===== config.mk =====
export PLATFORM = sky130hd
export DESIGN_NAME = ordered_set_table_core
export DESIGN_NICKNAME = d
export VERILOG_FILES = /design/src/design/ost_pkg.sv /design/src/design/ost_cell.sv /design/src/design/ordered_set_table_core.sv
export SDC_FILE = /design/constraint.sdc
export NUM_CORES = 2
export LEC_CHECK = 0
export BUFFER_PORTS_ARGS = -buffer_cell sky130_fd_sc_hd__buf_4
export CORE_UTILIZATION = 29
export DETAILED_ROUTE_END_ITERATION = 7
export PLACE_DENSITY = 0.54
export SLEW_MARGIN = 0
export SYNTH_ARGS = -nofsm -noshare
export SYNTH_HDL_FRONTEND = slang
export SYNTH_HIERARCHICAL = 1
export SYNTH_SLANG_ARGS = --single-unit

===== constraint.sdc =====
create_clock -name clk -period 14.1 [get_ports clk]
set_input_delay 0.705 -clock clk [delete_from_list [all_inputs] [get_ports clk]]
set_output_delay 0.705 -clock clk [all_outputs]
set_load 0.05 [all_outputs]

===== src/design/ost_pkg.sv =====
// Shared types and constants of the ordered set table.
package ost_pkg;

  // Default capacity of the table.
  localparam int OST_ENTRIES = 32;

  // Field widths fixed by the interface.
  localparam int VALUE_W     = 32;
  localparam int CMD_W       = 2;
  localparam int COUNT_OUT_W = 6;

  // Command codes carried on the command port.
  typedef enum logic [CMD_W-1:0] {
    CMD_ADD    = 2'd0,
    CMD_REMOVE = 2'd1,
    CMD_QUERY  = 2'd2,
    CMD_CLEAR  = 2'd3
  } ost_cmd_t;

  // Broadcast from the controller to every cell of the chain.
  typedef struct packed {
    logic               remove_go;
    logic [VALUE_W-1:0] value;
  } ost_bcast_t;

endpackage


===== src/design/ost_cell.sv =====
// One cell of the table chain: holds an entry, compares it, and shifts down on removal.
module ost_cell
  import ost_pkg::*;
(
  input  logic               clk,
  input  ost_bcast_t         bcast,
  input  logic               occupied,
  input  logic               write_here,
  input  logic               shift_in,
  input  logic [VALUE_W-1:0] next_entry,
  output logic [VALUE_W-1:0] entry,
  output logic               shift_out
);

  logic match;

  // A cell matches only while it holds a live entry.
  assign match     = occupied && (entry == bcast.value);
  // The match flag ripples upward so every cell above the hit knows to shift.
  assign shift_out = shift_in | match;

  // Append writes the broadcast value; a removal pulls in the upper neighbor's entry.
  always_ff @(posedge clk) begin
    if (write_here) begin
      entry <= bcast.value;
    end else if (bcast.remove_go && shift_out) begin
      entry <= next_entry;
    end
  end

endmodule


===== src/design/ordered_set_table_core.sv =====
// Top level of the ordered set table: command register, cell chain and result register.
//
//   Channel  | Handshake        | Payload
//   ---------+------------------+---------------------------------------------
//   command  | start / busy     | command, value
//   result   | done (strobe)    | success, full_reject, entry_count, empty_res
//
// A transaction is accepted when start is high and busy is low; one command is taken
// every cycle while busy is low. Its result appears on done, for one cycle, once it has
// passed the command register and the result register. While it sits in the command
// register, every cell compares in parallel and the match flag ripples up the chain.
// busy is set by reset and cleared by the first clock edge that sees rst low.
// The receiver cannot stall, so results never back up.
module ordered_set_table_core
  import ost_pkg::*;
#(
  parameter int ENTRIES = OST_ENTRIES
) (
  input  logic                   clk,
  input  logic                   rst,
  input  logic                   start,
  output logic                   busy,
  input  logic [CMD_W-1:0]       command,
  input  logic signed [VALUE_W-1:0] value,
  output logic                   done,
  output logic                   success,
  output logic                   full_reject,
  output logic [COUNT_OUT_W-1:0] entry_count,
  output logic                   empty_res
);

  localparam int CW = $clog2(ENTRIES + 1);

  logic               req_valid;
  ost_cmd_t           req_cmd;
  logic [VALUE_W-1:0] req_value;
  logic [CW-1:0]      count;
  logic [CW-1:0]      count_next;

  logic [ENTRIES:0]   chain;
  logic [VALUE_W-1:0] entry_q [ENTRIES];
  ost_bcast_t         bcast;
  logic               found;
  logic               full;
  logic               add_ok;
  logic               ok;
  logic               rej;

  // The chain end tells whether any live cell holds the value.
  assign chain[0] = 1'b0;
  assign found    = chain[ENTRIES];
  assign full     = (count == CW'(ENTRIES));
  assign add_ok   = req_valid && (req_cmd == CMD_ADD) && !found && !full;

  assign bcast.remove_go = req_valid && (req_cmd == CMD_REMOVE);
  assign bcast.value     = req_value;

  // Row of cells; cell i is live while i is below the count, and the append lands at count.
  for (genvar i = 0; i < ENTRIES; i++) begin : g_cell
    localparam logic [CW-1:0] IDX = CW'(i);
    logic [VALUE_W-1:0] next_entry;

    if (i == ENTRIES - 1) begin : g_top
      assign next_entry = entry_q[i];
    end else begin : g_mid
      assign next_entry = entry_q[i+1];
    end

    ost_cell u_cell (
      .clk        (clk),
      .bcast      (bcast),
      .occupied   (IDX < count),
      .write_here (add_ok && (count == IDX)),
      .shift_in   (chain[i]),
      .next_entry (next_entry),
      .entry      (entry_q[i]),
      .shift_out  (chain[i+1])
    );
  end

  // Outcome and new count of the command in the chain stage.
  always_comb begin
    count_next = count;
    ok         = 1'b0;
    rej        = 1'b0;
    case (req_cmd)
      CMD_ADD: begin
        if (!found) begin
          if (full) begin
            rej = 1'b1;
          end else begin
            ok         = 1'b1;
            count_next = count + CW'(1);
          end
        end
      end
      CMD_REMOVE: begin
        if (found) begin
          ok         = 1'b1;
          count_next = count - CW'(1);
        end
      end
      CMD_QUERY: begin
        ok = found;
      end
      CMD_CLEAR: begin
        ok         = 1'b1;
        count_next = '0;
      end
      default: begin
        ok = 1'b0;
      end
    endcase
  end

  // Command register, count and result register.
  always_ff @(posedge clk) begin
    if (rst) begin
      busy      <= 1'b1;
      req_valid <= 1'b0;
      count     <= '0;
      done      <= 1'b0;
    end else begin
      busy      <= 1'b0;
      req_valid <= start && !busy;
      done      <= req_valid;
      if (start && !busy) begin
        req_cmd   <= ost_cmd_t'(command);
        req_value <= value;
      end
      if (req_valid) begin
        count       <= count_next;
        success     <= ok;
        full_reject <= rej;
        entry_count <= COUNT_OUT_W'(count_next);
        empty_res   <= (count_next == '0);
      end
    end
  end

endmodule


Word level (Yosys, flattened, before mapping)
Cells that the tools add are included.
{"block": "word_totals", "output_inout_bits": 11, "n_memories": 0, "mem_bits_ro": 0, "elab_cells": 388, "inputBits": 37, "ramBits": 0, "latchBits": 0, "regBits": 1076}
{"block": "op_classes", "magnitude_cmp": 32, "mux": 72, "n_div": 0, "n_reduce_logical": 140, "n_mul": 0, "n_shift": 0, "addsub": 2, "n_bitwise": 33, "eq_ne": 67}
{"cell": "32-bit 2-to-1 mux", "count": 62}
{"cell": "32-bit equality test", "count": 32}
{"cell": "1-bit logical AND", "count": 100}
{"cell": "6-bit by 5-bit equality test with 1-bit output, second input constant", "count": 16}
{"cell": "5-bit by 6-bit less-than comparator with 1-bit output, first input constant", "count": 16}
{"cell": "2-bit nonzero test", "count": 31}
{"cell": "6-bit by 4-bit equality test with 1-bit output, second input constant", "count": 8}
{"cell": "4-bit by 6-bit less-than comparator with 1-bit output, first input constant", "count": 8}
{"cell": "1-bit bitwise OR", "count": 31}
{"cell": "6-bit by 3-bit equality test with 1-bit output, second input constant", "count": 4}
{"cell": "3-bit by 6-bit less-than comparator with 1-bit output, first input constant", "count": 4}
{"cell": "6-bit 2-to-1 mux", "count": 3}
{"cell": "6-bit case mux with 3 select lines", "count": 1}
{"cell": "6-bit by 2-bit equality test with 1-bit output, second input constant", "count": 2}
{"cell": "6-bit zero test", "count": 2}
{"cell": "1-bit by 6-bit less-than comparator with 1-bit output, first input constant", "count": 2}
{"cell": "2-bit by 6-bit less-than comparator with 1-bit output, first input constant", "count": 2}
{"cell": "6-bit by 1-bit adder with 6-bit output, second input constant", "count": 1}
{"cell": "6-bit by 1-bit equality test with 1-bit output, second input constant", "count": 1}
{"cell": "6-bit equality test, second input constant", "count": 1}
{"cell": "6-bit by 1-bit subtractor with 6-bit output, second input constant", "count": 1}
{"cell": "1-bit 2-to-1 mux", "count": 5}
{"cell": "2-bit equality test, second input constant", "count": 2}
{"cell": "1-bit case mux with 4 select lines", "count": 1}
{"cell": "6 further kinds", "count": 10}

Depth between registers and ports, before layout
{"block": "logic_depth", "word_depth": 38, "depth_mapped": 49, "mapped_depth_nobuf": 45}

Hierarchy
Netlist, hierarchy kept.
{"mod": "ost_cell", "area_per_inst_um2": 1731.7, "instances": 32, "cells_each": 119, "seq_area_each_um2": 960.9}
{"mod": "ordered_set_table_core", "area_per_inst_um2": 2737.6, "instances": 1, "cells_each": 270, "seq_area_each_um2": 1471.4}

Worst setup path before layout
No wires, ideal clock.
{"block": "synth_timing", "path_kind": "reg-to-reg", "from": "register req_value[27]", "to": "register g_cell[29].u_cell.entry[0], enable pin", "path_stages_with_launch": 46, "required_ns": 13.675, "n_path_buf": 3, "t_arrival_ns": 9.031, "synth_period_minus_slack_ns": 9.456, "setup_slack_ns": 4.644, "setup_time_ns": 0.425, "path_cell_list": "edfxtp_1 xnor2_1 nand4_1 a2111oi_2 nand4_1 nand2b_1 nand2b_1 nand2b_1 nand2b_1 nand2b_1 nand2b_1 nand2b_1 nand2b_1 nand2b_1 nand2b_1 nand2b_1 nand2b_1 nand2b_1 (+10 left out) nand2b_1 nand2b_1 nand2b_1 nand2b_1 nand2b_1 nand2b_1 nand2b_1 nand2b_1 nand2b_1 buf_6 nor2b_1 nand4_1 nand2b_1 nor3_1 buf_2 buf_2 a21oi_1 o21ai_1"}
{"block": "synth_between", "elab_chain_len": 38, "elab_cells_between_ends": 101, "cone_classes": "eq/ne (32); bitwise (31); reduce/logical (38)"}
{"item": "from (decl)", "line": "ordered_set_table_core.sv:36", "text": "logic [VALUE_W-1:0] req_value;"}
{"item": "from (signal assigned)", "line": "ordered_set_table_core.sv:129", "text": "req_value <= value;"}
{"item": "32-bit equality test", "line": "ost_cell.sv:18", "text": "assign match = occupied && (entry == bcast.value);"}
{"item": "1-bit logical AND", "line": "ost_cell.sv:18"}
{"item": "via chain[1]", "line": "ordered_set_table_core.sv:40", "text": "logic [ENTRIES:0] chain;"}
{"item": "1-bit bitwise OR", "line": "ost_cell.sv:20", "text": "assign shift_out = shift_in | match;"}
{"item": "via chain[2]", "line": "ordered_set_table_core.sv:40"}
{"item": "1-bit bitwise OR", "line": "ost_cell.sv:20"}
{"item": "via chain[3]", "line": "ordered_set_table_core.sv:40"}
{"item": "1-bit bitwise OR", "line": "ost_cell.sv:20"}
{"item": "via chain[4]", "line": "ordered_set_table_core.sv:40"}
{"item": "(+1 left out)"}
{"item": "via chain[5]", "line": "ordered_set_table_core.sv:40"}
{"item": "(+1 left out)"}
{"item": "via chain[6]", "line": "ordered_set_table_core.sv:40"}
{"item": "(+1 left out)"}
{"item": "via chain[7]", "line": "ordered_set_table_core.sv:40"}
{"item": "(+1 left out)"}
{"item": "via chain[8]", "line": "ordered_set_table_core.sv:40"}
{"item": "(+1 left out)"}
{"item": "via chain[9]", "line": "ordered_set_table_core.sv:40"}
{"item": "(+1 left out)"}
{"item": "via chain[10]", "line": "ordered_set_table_core.sv:40"}
{"item": "(+1 left out)"}
{"item": "via chain[11]", "line": "ordered_set_table_core.sv:40"}
{"item": "(+1 left out)"}
{"item": "via chain[12]", "line": "ordered_set_table_core.sv:40"}
{"item": "(+1 left out)"}
{"item": "via chain[13]", "line": "ordered_set_table_core.sv:40"}
{"item": "(+1 left out)"}
{"item": "via chain[14]", "line": "ordered_set_table_core.sv:40"}
{"item": "(+1 left out)"}
{"item": "via chain[15]", "line": "ordered_set_table_core.sv:40"}
{"item": "(+1 left out)"}
{"item": "via chain[16]", "line": "ordered_set_table_core.sv:40"}
{"item": "(+1 left out)"}
{"item": "via chain[17]", "line": "ordered_set_table_core.sv:40"}
{"item": "(+1 left out)"}
{"item": "via chain[18]", "line": "ordered_set_table_core.sv:40"}
{"item": "(+1 left out)"}
{"item": "via chain[19]", "line": "ordered_set_table_core.sv:40"}
{"item": "(+1 left out)"}
{"item": "via chain[20]", "line": "ordered_set_table_core.sv:40"}
{"item": "(+1 left out)"}
{"item": "via chain[21]", "line": "ordered_set_table_core.sv:40"}
{"item": "(+1 left out)"}
{"item": "via chain[22]", "line": "ordered_set_table_core.sv:40"}
{"item": "(+1 left out)"}
{"item": "via chain[23]", "line": "ordered_set_table_core.sv:40"}
{"item": "(+1 left out)"}
{"item": "via chain[24]", "line": "ordered_set_table_core.sv:40"}
{"item": "(+1 left out)"}
{"item": "via chain[25]", "line": "ordered_set_table_core.sv:40"}
{"item": "(+1 left out)"}
{"item": "via chain[26]", "line": "ordered_set_table_core.sv:40"}
{"item": "(+1 left out)"}
{"item": "via chain[27]", "line": "ordered_set_table_core.sv:40"}
{"item": "(+1 left out)"}
{"item": "via chain[28]", "line": "ordered_set_table_core.sv:40"}
{"item": "(+1 left out)"}
{"item": "via chain[29]", "line": "ordered_set_table_core.sv:40"}
{"item": "(+1 left out)"}
{"item": "via chain[30]", "line": "ordered_set_table_core.sv:40"}
{"item": "1-bit bitwise OR", "line": "ost_cell.sv:20"}
{"item": "via chain[31]", "line": "ordered_set_table_core.sv:40"}
{"item": "1-bit bitwise OR", "line": "ost_cell.sv:20"}
{"item": "via chain[32]", "line": "ordered_set_table_core.sv:40"}
{"item": "1-bit zero test"}
{"item": "1-bit logical AND (2 in a row)", "line": "ordered_set_table_core.sv:53", "text": "assign add_ok = req_valid && (req_cmd == CMD_ADD) && !found && !full;"}
{"item": "1-bit logical AND", "line": "ordered_set_table_core.sv:73", "text": ".write_here (add_ok && (count == IDX)),"}
{"item": "2-bit nonzero test (no source line)"}
{"item": "to (signal assigned)", "line": "ost_cell.sv:25", "text": "entry <= bcast.value;"}
{"item": "to (signal assigned)", "line": "ost_cell.sv:27", "text": "entry <= next_entry;"}
{"item": "to (decl)", "line": "ost_cell.sv:11", "text": "output logic [VALUE_W-1:0] entry,"}
The timed path passes the listed nets, and every way through them passes these cells.
A chain may end at the register's enable or synchronous reset.

Worst setup path in the final report
{"block": "layout_timing", "from": "register count[5]", "to": "register g_cell[13].u_cell.entry[17], enable pin"}
{"block": "layout_between", "elab_chain_len": 38, "elab_cells_between_ends": 104, "cone_classes": "order compare (32); eq/ne (2); bitwise (31); reduce/logical (39)"}
{"item": "from (decl)", "line": "ordered_set_table_core.sv:37", "text": "logic [CW-1:0] count;"}
{"item": "from (signal assigned)", "line": "ordered_set_table_core.sv:132", "text": "count <= count_next;"}
{"item": "1-bit by 6-bit less-than comparator with 1-bit output", "line": "ordered_set_table_core.sv:72", "text": ".occupied (IDX < count),"}
{"item": "1-bit logical AND", "line": "ost_cell.sv:18"}
{"item": "via chain[1]", "line": "ordered_set_table_core.sv:40"}
{"item": "1-bit bitwise OR", "line": "ost_cell.sv:20"}
{"item": "via chain[2]", "line": "ordered_set_table_core.sv:40"}
{"item": "1-bit bitwise OR", "line": "ost_cell.sv:20"}
{"item": "via chain[3]", "line": "ordered_set_table_core.sv:40"}
{"item": "1-bit bitwise OR", "line": "ost_cell.sv:20"}
{"item": "via chain[4]", "line": "ordered_set_table_core.sv:40"}
{"item": "(+1 left out)"}
{"item": "via chain[5]", "line": "ordered_set_table_core.sv:40"}
{"item": "(+1 left out)"}
{"item": "via chain[6]", "line": "ordered_set_table_core.sv:40"}
{"item": "(+1 left out)"}
{"item": "via chain[7]", "line": "ordered_set_table_core.sv:40"}
{"item": "(+1 left out)"}
{"item": "via chain[8]", "line": "ordered_set_table_core.sv:40"}
{"item": "(+1 left out)"}
{"item": "via chain[9]", "line": "ordered_set_table_core.sv:40"}
{"item": "(+1 left out)"}
{"item": "via chain[10]", "line": "ordered_set_table_core.sv:40"}
{"item": "(+1 left out)"}
{"item": "via chain[11]", "line": "ordered_set_table_core.sv:40"}
{"item": "(+1 left out)"}
{"item": "via chain[12]", "line": "ordered_set_table_core.sv:40"}
{"item": "(+1 left out)"}
{"item": "via chain[13]", "line": "ordered_set_table_core.sv:40"}
{"item": "(+1 left out)"}
{"item": "via chain[14]", "line": "ordered_set_table_core.sv:40"}
{"item": "(+1 left out)"}
{"item": "via chain[15]", "line": "ordered_set_table_core.sv:40"}
{"item": "(+1 left out)"}
{"item": "via chain[16]", "line": "ordered_set_table_core.sv:40"}
{"item": "(+1 left out)"}
{"item": "via chain[17]", "line": "ordered_set_table_core.sv:40"}
{"item": "(+1 left out)"}
{"item": "via chain[18]", "line": "ordered_set_table_core.sv:40"}
{"item": "(+1 left out)"}
{"item": "via chain[19]", "line": "ordered_set_table_core.sv:40"}
{"item": "(+1 left out)"}
{"item": "via chain[20]", "line": "ordered_set_table_core.sv:40"}
{"item": "(+1 left out)"}
{"item": "via chain[21]", "line": "ordered_set_table_core.sv:40"}
{"item": "(+1 left out)"}
{"item": "via chain[22]", "line": "ordered_set_table_core.sv:40"}
{"item": "(+1 left out)"}
{"item": "via chain[23]", "line": "ordered_set_table_core.sv:40"}
{"item": "(+1 left out)"}
{"item": "via chain[24]", "line": "ordered_set_table_core.sv:40"}
{"item": "(+1 left out)"}
{"item": "via chain[25]", "line": "ordered_set_table_core.sv:40"}
{"item": "(+1 left out)"}
{"item": "via chain[26]", "line": "ordered_set_table_core.sv:40"}
{"item": "(+1 left out)"}
{"item": "via chain[27]", "line": "ordered_set_table_core.sv:40"}
{"item": "(+1 left out)"}
{"item": "via chain[28]", "line": "ordered_set_table_core.sv:40"}
{"item": "(+1 left out)"}
{"item": "via chain[29]", "line": "ordered_set_table_core.sv:40"}
{"item": "(+1 left out)"}
{"item": "via chain[30]", "line": "ordered_set_table_core.sv:40"}
{"item": "1-bit bitwise OR", "line": "ost_cell.sv:20"}
{"item": "via chain[31]", "line": "ordered_set_table_core.sv:40"}
{"item": "1-bit bitwise OR", "line": "ost_cell.sv:20"}
{"item": "via chain[32]", "line": "ordered_set_table_core.sv:40"}
{"item": "1-bit zero test"}
{"item": "1-bit logical AND (2 in a row)", "line": "ordered_set_table_core.sv:53"}
{"item": "1-bit logical AND", "line": "ordered_set_table_core.sv:73"}
{"item": "2-bit nonzero test (no source line)"}
{"item": "to (signal assigned)", "line": "ost_cell.sv:25"}
{"item": "to (signal assigned)", "line": "ost_cell.sv:27"}
{"item": "to (decl)", "line": "ost_cell.sv:11"}
The timed path passes the listed nets, and every way through them passes these cells.

==> impl_metrics.env <==
export IMPL_status="finished clean"
export IMPL_drt_iter0_drc=2036
export IMPL_async_flop_share_pct=0
export IMPL_overflow=0
export IMPL_mostFrequentLayoutCell="edfxtp_1"
export IMPL_rrSetupSlack_ns=2.55
export IMPL_yosysTopAreaCell="edfxtp_1"
export IMPL_vdd_ir_drop_worst_uv=102
export IMPL_cts_hold_buffers=0
export IMPL_drc=0
export IMPL_worst_setup_path_start_kind="register"
export IMPL_setup_viol=0
export IMPL_vias_per_cell=4.76
export IMPL_setup_slack_ns=2.55
export IMPL_wl_per_cell_um=21.6
export IMPL_worst_setup_path_end_kind="register"
export IMPL_cts_resized=0
export IMPL_p_leak_nw=19.6
export IMPL_die_x_um=450
export IMPL_track_usage_pct=14.7
export IMPL_grt_max_degree=65
export IMPL_clk_pin_slew_ns=0.06
export IMPL_initial_core_util_pct=29.3
export IMPL_max_freq_mhz=86.6
export IMPL_clock_sinks=1076
export IMPL_rr_worst_depth=48
export IMPL_post_route_period_util_pct=81.9
export IMPL_h_tree_depth=3
export IMPL_critPathMaxFanout=33
export IMPL_path_depth=48
export IMPL_path_delay_family="simple AND/OR/NAND/NOR gates"
export IMPL_wirelength_mm=150
export IMPL_synth_area_leaders="edfxtp_1 55%, mux2_2 20%, xnor2_1 13%"
export IMPL_fin_area_mm2=0.0661
export IMPL_tightestPinTransition_ns=1.31
export IMPL_num_rows=163
export IMPL_final_max_slew_viol_count=0
export IMPL_reg2reg_from="count[5]"
export IMPL_max_cap_violations=0
export IMPL_critPathArrivalTime_ns=11.97
export IMPL_grt_pass1_wl_mm=228
export IMPL_finClkSkew_ns=0.0609
export IMPL_areaGrowthSynthToFinish_pct=13.7
export IMPL_min_period_ns=11.55
export IMPL_syn_avg_cell_area_um2=14.3
export IMPL_cpMaxStageDelayCell="nor3_1"
export IMPL_portBuffers=47
export IMPL_crit_top_cell="nand2b_1"
export IMPL_nNetsFinal=4274
export IMPL_timing_critical_path_buf_inv=4
export IMPL_hold_class="in2reg"
export IMPL_synth_enable_flop_cells=1067
export IMPL_dp_slack_ns=2.64
export IMPL_rsz0062_at_grt="no"
export IMPL_ys_seq_area_share_pct=55.4
export IMPL_post_cts_setup_buffers=0
export IMPL_first_pass_iters=5
export IMPL_hp_start="value[22]"
export IMPL_r2r_end="g_cell[13].u_cell/entry[17]"
export IMPL_yosys_cell_types_count=57
export IMPL_hold_viol_final=0
export IMPL_core_area_mm2=0.198
export IMPL_min_path_cells=1
export IMPL_ioPinCount=48
export IMPL_power_density_mw_per_mm2=103
export IMPL_critPathMaxStageDelay_ns=0.99
export IMPL_p_total_mw=6.84
export IMPL_final_setup_tns_ns=0
export IMPL_hpwlAfterDp_mm=106
export IMPL_layout_drive_gt1_share_pct=34.1
export IMPL_syn_area_mm2=0.0582
export IMPL_crit_type="reg2reg"
export IMPL_netlist_area_leader_share_pct=55.1
export IMPL_dieArea_mm2=0.202
export IMPL_finish_utilization_pct=33.4
export IMPL_cts_made_buffers=119
export IMPL_cts_path_max_buffers=3
export IMPL_vias=33100
export IMPL_grt_pass1_vias=35400
export IMPL_cts_root_buf="clkbuf_16"
export IMPL_synth_ff_type="edfxtp_1"
export IMPL_antenna_found_initial=4
export IMPL_cts_tree="done"
export IMPL_ys_ff_latch=1076
export IMPL_ant_nets=0
export IMPL_dieHeight_um=450
export IMPL_slew_headroom_pct=12.2
export IMPL_routabilityCongestion=0.792
export IMPL_synthCells=4078
export IMPL_cp_required_ns=14.52
export IMPL_hold_path_end="req_value[22]"
export IMPL_yosys_warnings=6
export IMPL_mostFrequentLayoutCells="1067 x edfxtp_1, 1027 x mux2_2, 864 x xnor2_1, 226 x nand4_1, 168 x buf_4"
export IMPL_dpl_cell_area_mm2=0.0623
export IMPL_insertion_delay_ns=0.76
-- per-layer routing --
| layer | global-route usage, % | wire length, um | vias to the layer above |
|---|---|---|---|
| met2 | 25.9 | 75800 | 523 |
| met4 | 3.41 | 3150 | 0 |
| li1 | - | - | 15600 |
| met3 | 2.30 | 5530 | 193 |
| met5 | 0 | 0 | - |
| met1 | 18.6 | 65600 | 16800 |
-- synthesized netlist by cell type (2+ instances only) --
cell / instances
o21a_1: 3
o2111ai_1: 32
nor4_1: 36
edfxtp_1: 1067
mux2_2: 1027
ha_1: 10
nand3_1: 39
buf_4: 3
nand2b_1: 102
inv_1: 81
o21ai_0: 11
buf_6: 4
xor2_1: 64
a211oi_1: 5
and2_1: 3
a21oi_1: 41
clkbuf_1: 8
buf_1: 2
mux2i_1: 2
a2111oi_2: 32
nor2_1: 79
nor2b_1: 66
nor3b_1: 4
dfxtp_1: 9
xnor2_1: 864
nor3_1: 41
nand4_1: 226
nor4b_1: 3
o21ai_1: 32
a222oi_1: 2
buf_2: 129
nand2_1: 26
-- area by class of cell --
cell class / instances / area (um^2)
repair buffers: 176 / 1420
well taps: 2640 / 3300
diodes: 2 / 5.00
clock inverters: 64 / 628
clock buffers: 153 / 3160
inverters: 81 / 304
fillers: 19400 / 132000
multi-input cells: 2773 / 25100
flip-flops and latches: 1076 / 32200
-- stage by stage --
stage / hold slack, ns / instances
after floorplan: 0.558 / 4079
after global placement: 0.470 / 6746
after detailed placement: 0.483 / 6746
after CTS: 0.0665 / 6963
after global routing: 0.0832 / 6963
final: 0.132 / 6965
-- kinds of logic after synthesis --
kind of cell	Yosys count	synth area share (%)
compound gates	168	2.32
xor+xnor	928	14.0
fa+ha+maj	10	0.215
buf+inv	230	1.86
flops	1076	55.4
mux	1029	19.9
other cells	1	0.00645
simple gates	636	6.28
-- power breakdown --
group | switching, mW | internal, mW | leakage, nW
logic | 0.155 | 0.0945 | 8.05
registers | 0.0254 | 3.49 | 9.70
clock network | 1.31 | 1.76 | 1.86
-- flip-flops by register name (all words and copies together) (netlist names) --
name and cells:
success 1, req_cmd 2, full_reject 1, g_cell.u_cell/entry 1024, done 1, empty_res 1, busy 1, count 6
req_valid 1, entry_count 6, req_value 32
-- worst max-delay path by stage --
stage                  startpoint                          end  slack, ns
floorplan           req_value[27]   g_cell[29].u_cell/entry[0]       4.64
CTS                      count[5]  g_cell[13].u_cell/entry[17]       2.58
global placement         count[5]  g_cell[13].u_cell/entry[13]       2.61
detailed placement       count[5]  g_cell[13].u_cell/entry[13]       2.64
finish                   count[5]  g_cell[13].u_cell/entry[17]       2.55
global route             count[5]  g_cell[12].u_cell/entry[15]       1.83
No activity file was read; power rests on OpenSTA's default activity.
